## config.mk

```make
export PLATFORM = sky130hd
export DESIGN_NAME = sam_ctrl
export DESIGN_NICKNAME = d
export VERILOG_FILES = /design/src/rtl/core/sam_pkg.sv /design/src/rtl/core/sam_ctrl.sv
export SDC_FILE = /design/constraint.sdc
export NUM_CORES = 1
export LEC_CHECK = 0
export ABC_AREA = 1
export BUFFER_PORTS_ARGS = -buffer_cell sky130_fd_sc_hd__buf_2
export CORE_AREA = 3 3 69 71
export DETAILED_ROUTE_END_ITERATION = 7
export DIE_AREA = 0 0 72 74
export PLACE_DENSITY = 0.7
export SLEW_MARGIN = 20
export SYNTH_ARGS = -nofsm -noshare
export SYNTH_HDL_FRONTEND = slang
export SYNTH_SLANG_ARGS = --single-unit
export TNS_END_PERCENT = 30
```

## constraint.sdc

```tcl
create_clock -name clk -period 1.95 [get_ports clk]
set_input_delay 0.0975 -clock clk [delete_from_list [all_inputs] [get_ports clk]]
set_output_delay 0.0975 -clock clk [all_outputs]
set_load 0.01 [all_outputs]
```

## src/rtl/core/sam_pkg.sv

```systemverilog
// Shared constants, codes and controller/datapath interface types for the sparse mat-vec block.
`timescale 1ns / 1ps

package sam_pkg;

  // Sizes of the stores.
  localparam int MAX_CELLS   = 64;
  localparam int MAX_ENTRIES = 256;

  localparam int CELL_AW  = $clog2(MAX_CELLS);
  localparam int ENTRY_AW = $clog2(MAX_ENTRIES);
  localparam int ENTRY_CW = ENTRY_AW + 1;

  // Field widths.
  localparam int CFG_W  = 7;
  localparam int FUNC_W = 3;
  localparam int IDX_W  = 6;
  localparam int VAL_W  = 32;
  localparam int ACC_W  = 48;
  localparam int FRAC_W = 16;

  // Item function codes.
  localparam logic [FUNC_W-1:0] FUNC_CLEAR  = 3'd0;
  localparam logic [FUNC_W-1:0] FUNC_APPEND = 3'd1;
  localparam logic [FUNC_W-1:0] FUNC_VEC    = 3'd2;
  localparam logic [FUNC_W-1:0] FUNC_CONST  = 3'd3;
  localparam logic [FUNC_W-1:0] FUNC_RUN    = 3'd4;

  // One stored operator entry.
  typedef struct packed {
    logic [IDX_W-1:0] row;
    logic [IDX_W-1:0] col;
    logic [VAL_W-1:0] coef;
  } entry_t;

  // Commands from the controller to the datapath.
  typedef struct packed {
    logic                load;      // a transfer of a load item happens now
    logic                acc_clr;   // drop all accumulator contents
    logic                ent_rd;    // read entry ent_idx
    logic                src_rd;    // read vector and accumulator for the held entry
    logic                mul_en;    // register the product
    logic                acc_wr;    // write back the updated accumulator
    logic                cell_rd;   // read accumulator and constant of cell_idx
    logic                out_load;  // load the result register
    logic                last;      // the loaded result closes the run
    logic [ENTRY_AW-1:0] ent_idx;
    logic [CELL_AW-1:0]  cell_idx;
  } cmd_t;

  // Status from the datapath to the controller.
  typedef struct packed {
    logic [ENTRY_CW-1:0] entry_count;
    logic [CFG_W-1:0]    cell_n;    // cells in use after clamping
    logic                ent_ok;    // held entry lies inside the cells in use
  } status_t;

endpackage

```

## src/rtl/core/sam_ctrl.sv

```systemverilog
// Controller of the sparse mat-vec block: item intake, entry walk and output walk.
`timescale 1ns / 1ps

module sam_ctrl import sam_pkg::*; (
  input  logic              clk,
  input  logic              rst,
  input  logic              in_valid,
  output logic              in_ready,
  input  logic [FUNC_W-1:0] func,
  output logic              out_valid,
  input  logic              out_ready,
  input  status_t           st,
  output cmd_t              cmd
);

  localparam logic [2:0] S_IDLE    = 3'd0;
  localparam logic [2:0] S_ENT_RD  = 3'd1;
  localparam logic [2:0] S_SRC_RD  = 3'd2;
  localparam logic [2:0] S_MUL     = 3'd3;
  localparam logic [2:0] S_ACC     = 3'd4;
  localparam logic [2:0] S_CELL_RD = 3'd5;
  localparam logic [2:0] S_SUM     = 3'd6;
  localparam logic [2:0] S_OUT     = 3'd7;

  logic [2:0]          state;
  logic [2:0]          state_next;
  logic [ENTRY_CW-1:0] k;
  logic [ENTRY_CW-1:0] k_next;
  logic [CELL_AW-1:0]  i;
  logic [CELL_AW-1:0]  i_next;
  logic                in_xfer;
  logic                last_ent;
  logic                last_cell;

  assign in_ready  = (state == S_IDLE);
  assign out_valid = (state == S_OUT);
  assign in_xfer   = in_valid && in_ready;
  assign last_ent  = (k + ENTRY_CW'(1)) == st.entry_count;
  assign last_cell = (CFG_W'(i) + CFG_W'(1)) == st.cell_n;

  always_comb begin
    state_next   = state;
    k_next       = k;
    i_next       = i;
    cmd          = '0;
    cmd.ent_idx  = k[ENTRY_AW-1:0];
    cmd.cell_idx = i;
    cmd.last     = last_cell;
    case (state)
      S_IDLE: begin
        if (in_xfer) begin
          if (func == FUNC_RUN) begin
            cmd.acc_clr = 1'b1;
            k_next      = '0;
            i_next      = '0;
            state_next  = (st.entry_count == '0) ? S_CELL_RD : S_ENT_RD;
          end else begin
            cmd.load = 1'b1;
          end
        end
      end
      S_ENT_RD: begin
        cmd.ent_rd = 1'b1;
        state_next = S_SRC_RD;
      end
      S_SRC_RD: begin
        if (st.ent_ok) begin
          cmd.src_rd = 1'b1;
          state_next = S_MUL;
        end else begin
          k_next     = k + ENTRY_CW'(1);
          state_next = last_ent ? S_CELL_RD : S_ENT_RD;
        end
      end
      S_MUL: begin
        cmd.mul_en = 1'b1;
        state_next = S_ACC;
      end
      S_ACC: begin
        cmd.acc_wr = 1'b1;
        k_next     = k + ENTRY_CW'(1);
        state_next = last_ent ? S_CELL_RD : S_ENT_RD;
      end
      S_CELL_RD: begin
        cmd.cell_rd = 1'b1;
        state_next  = S_SUM;
      end
      S_SUM: begin
        cmd.out_load = 1'b1;
        state_next   = S_OUT;
      end
      S_OUT: begin
        if (out_ready) begin
          if (last_cell) begin
            state_next = S_IDLE;
          end else begin
            i_next     = i + CELL_AW'(1);
            state_next = S_CELL_RD;
          end
        end
      end
      default: begin
        state_next = S_IDLE;
      end
    endcase
  end

  always_ff @(posedge clk) begin
    if (rst) begin
      state <= S_IDLE;
      k     <= '0;
      i     <= '0;
    end else begin
      state <= state_next;
      k     <= k_next;
      i     <= i_next;
    end
  end

  // The accumulator is only written the cycle after its product was registered.
  assert property (@(posedge clk) disable iff (rst) cmd.acc_wr |-> $past(cmd.mul_en))
    else $error("accumulator write without a fresh product");

  // The entry walk never reads beyond the stored list.
  assert property (@(posedge clk) disable iff (rst) (state == S_ENT_RD) |-> (k < st.entry_count))
    else $error("entry index beyond the list length");

  // A stalled result keeps its cell position.
  assert property (@(posedge clk) disable iff (rst)
      (state == S_OUT && !out_ready) |=> (state == S_OUT && $stable(i)))
    else $error("result dropped while stalled");

  // No item is taken while a result is pending.
  assert property (@(posedge clk) disable iff (rst) !(in_ready && out_valid))
    else $error("input taken during output walk");

endmodule

```

==> results.yml <==
outcome:
  status: "finished clean"
floorplan:
  die_h_um: 74
  rows: 24
  initial_core_util_pct: 38.3
  io_pins: 49
  fp.dieW_um: 72
  die-area_sq_um: 5330
  coreArea_sq_um: 4290
setup_path:
  cp-start-kind: "register"
  worstPathArrival_ns: 1.91
  worstSetupEndpointType: "register"
  critPathRequiredTime_ns: 2.09
  rrSetupSlack_ns: 0.19
  cp_max_fo: 10
  worstSetupPathType: "register to register"
routing:
  via_per_inst: 4.85
  postRouteAntennaNets: 0
  drtPass1Iterations: 4
  wl_um: 4130
  num_vias: 1837
  drc: 0
  drt_iter0_markers: 58
  wl_per_cell_um: 10.9
placement:
  place.gp.congestion: 0.837
  dp_hpwl_um: 3350
  portBuffers: 48
power:
  vdd_drop_max_uv: 322
  power.density_nw_per_um2: 657
  p_leak_nw: 0.961
synth:
  yosysWarnings: 0
  syn-num-nets: 312
  synthTopCellsByCount: "94 x nand2_1, 37 x inv_1, 33 x nand3_1"
  synth_edf_count: 0
  syn_area_sq_um: 1650
  avgSynthCellArea_sq_um: 5.76
  synth.most_common_cell: "nand2_1"
  async_reset_ff_share_pct: 0
  syn_inst: 286
  seq_area_frac_synth_pct: 21.9
  ys_ff_latch: 18
  synthTopCellsByArea: "dfxtp_1 22%, nand2_1 21%, nand3_1 10%"
  synth_area_leader_cell: "dfxtp_1"
  synth_top_area_share_pct: 21.9
  yosys_most_used_dff: "dfxtp_1"
  ys_types: 32
global_routing:
  grt_pass1_vias: 1657
  grtUsageTotal_pct: 16.4
  grt_pass1_wl_um: 7040
  antenna_found_initial: 0
  grt_max_degree: 17
  grt-ovfl-total: 0
sta:
  finalMaxSlewViolations: 0
  finalCritPeriodShare_pct: 90.3
  setup_tns_ns: 0
  layout_min_cycle_time_ns: 1.76
  skew_ns: 0.00366
  rsz0062_at_grt: "false"
  max_freq_ghz: 0.568
  setup_violations: 0
  hold_violations: 0
  worst-slew-pin-transition_ns: 0.481
  relSlewSlack_pct: 67.9
clocking:
  cts_buffers: 3
  cts-root-buf: "clkbuf_8"
  ctsHtreeMaxLevel: 1
  clk_latency_ns: 0.26
  cts_sinks: 18
  cts_tree: "done"
  postCtsSetupBuffers: 0
  clockBufferDepth: 2
  path_clk_slew_ns: 0.08
finish:
  layout.nets: 354
  area_growth_pct: 18.4
  layout-drive-gt1-share_pct: 25.1
  fin_util_pct: 45.4
  diodes: 0
min_path:
  min_path_type: "primary input to register"
flow_run:
  maxCapViolCount: 0
per-stage QoR:
stage	total power [mW]	cell area [sq um]	cells	hold WS, ns	worst slack [ns]
floorplan	0.823	1650	286	0.267	0.226
global placement	0.959	1880	375	0.403	0.165
detailed placement	0.966	1880	375	0.398	0.148
CTS	1.29	1930	379	0.115	0.138
global route	1.37	1950	379	0.169	0.0197
finish	1.28	1950	379	0.125	0.189
layout by cell type, fill, tap and decap left out, types with 3 or more instances in the layout:
cell	Yosys	final
buf_2	2	48
buf_4	10	4
inv_2	4	4
o21ai_1	4	4
nor2_1	28	28
nand2_2	7	7
nand4_1	5	5
nand2_1	94	94
o21ai_0	4	4
a21oi_1	13	13
inv_1	37	37
dfxtp_1	18	17
clkbuf_8	0	4
nand3_1	33	33
nor2_2	3	3
cell type report:
type | count | area, sq um
inverter | 41 | 154
tap | 52 | 65.1
fill | 481 | 2340
timing repair buffer | 52 | 270
multi-input combinational | 212 | 1040
sequential | 18 | 362
clock buffer | 4 | 55.1
layer usage:
layer / part of all wire [%] / vias to the layer above / global-route usage, %
li1: - / 987 / -
met1: 45 / 799 / 20.3
met2: 49 / 49 / 29.9
met3: 5.0 / 2 / 2.03
met4: 0.44 / 0 / 4.59
met5: 0 / - / 0
registers in the layout, indices dropped and copies added, names as in the netlist:
| signal | count |
|---|---|
| state | 3 |
| k | 9 |
| i | 6 |
final timing paths:
kind,cells after the start,end,start
worst min-delay path,4,state[2],out_ready
worst max register to register,14,i[4],i[1]
worst max-delay path,14,i[4],i[1]
worst min register to register,2,k[8],k[8]
worst max-delay path: stages, from the launching register on:
cell	delay [ns]
dfxtp_1	0.32
ha_2	0.35
inv_1	0.04
nand2_1	0.05
nand2_1	0.05
nor2_1	0.08
nand3_1	0.11
nor2_2	0.10
nand3_2	0.09
nand2_2	0.10
nand2_4	0.08
nand2_8	0.09
nand2_1	0.05
o21ai_1	0.06
nor2_1	0.05
power by group:
group	switching [mW]	internal, mW	total, mW	leakage [nW]
clock	0.143	0.180	0.323	0.0288
combinational	0.318	0.181	0.499	0.786
sequential	0.0555	0.403	0.459	0.146
cells by family after synthesis:
logic type | after synthesis | share of synthesized area, %
flip-flops | 18 | 21.9
buffers and inverters | 56 | 15.7
AND/OR/NAND/NOR | 183 | 51.1
adder cells (fa/ha/maj) | 2 | 1.52
AO/OA/AOI/OAI | 27 | 9.88
timing repair:
item,4_1_cts,5_1_grt
hold buffers,0,0
resized for setup,0,4
setup endpoints to repair,0,4
Power figures use the tool's default switching activity.
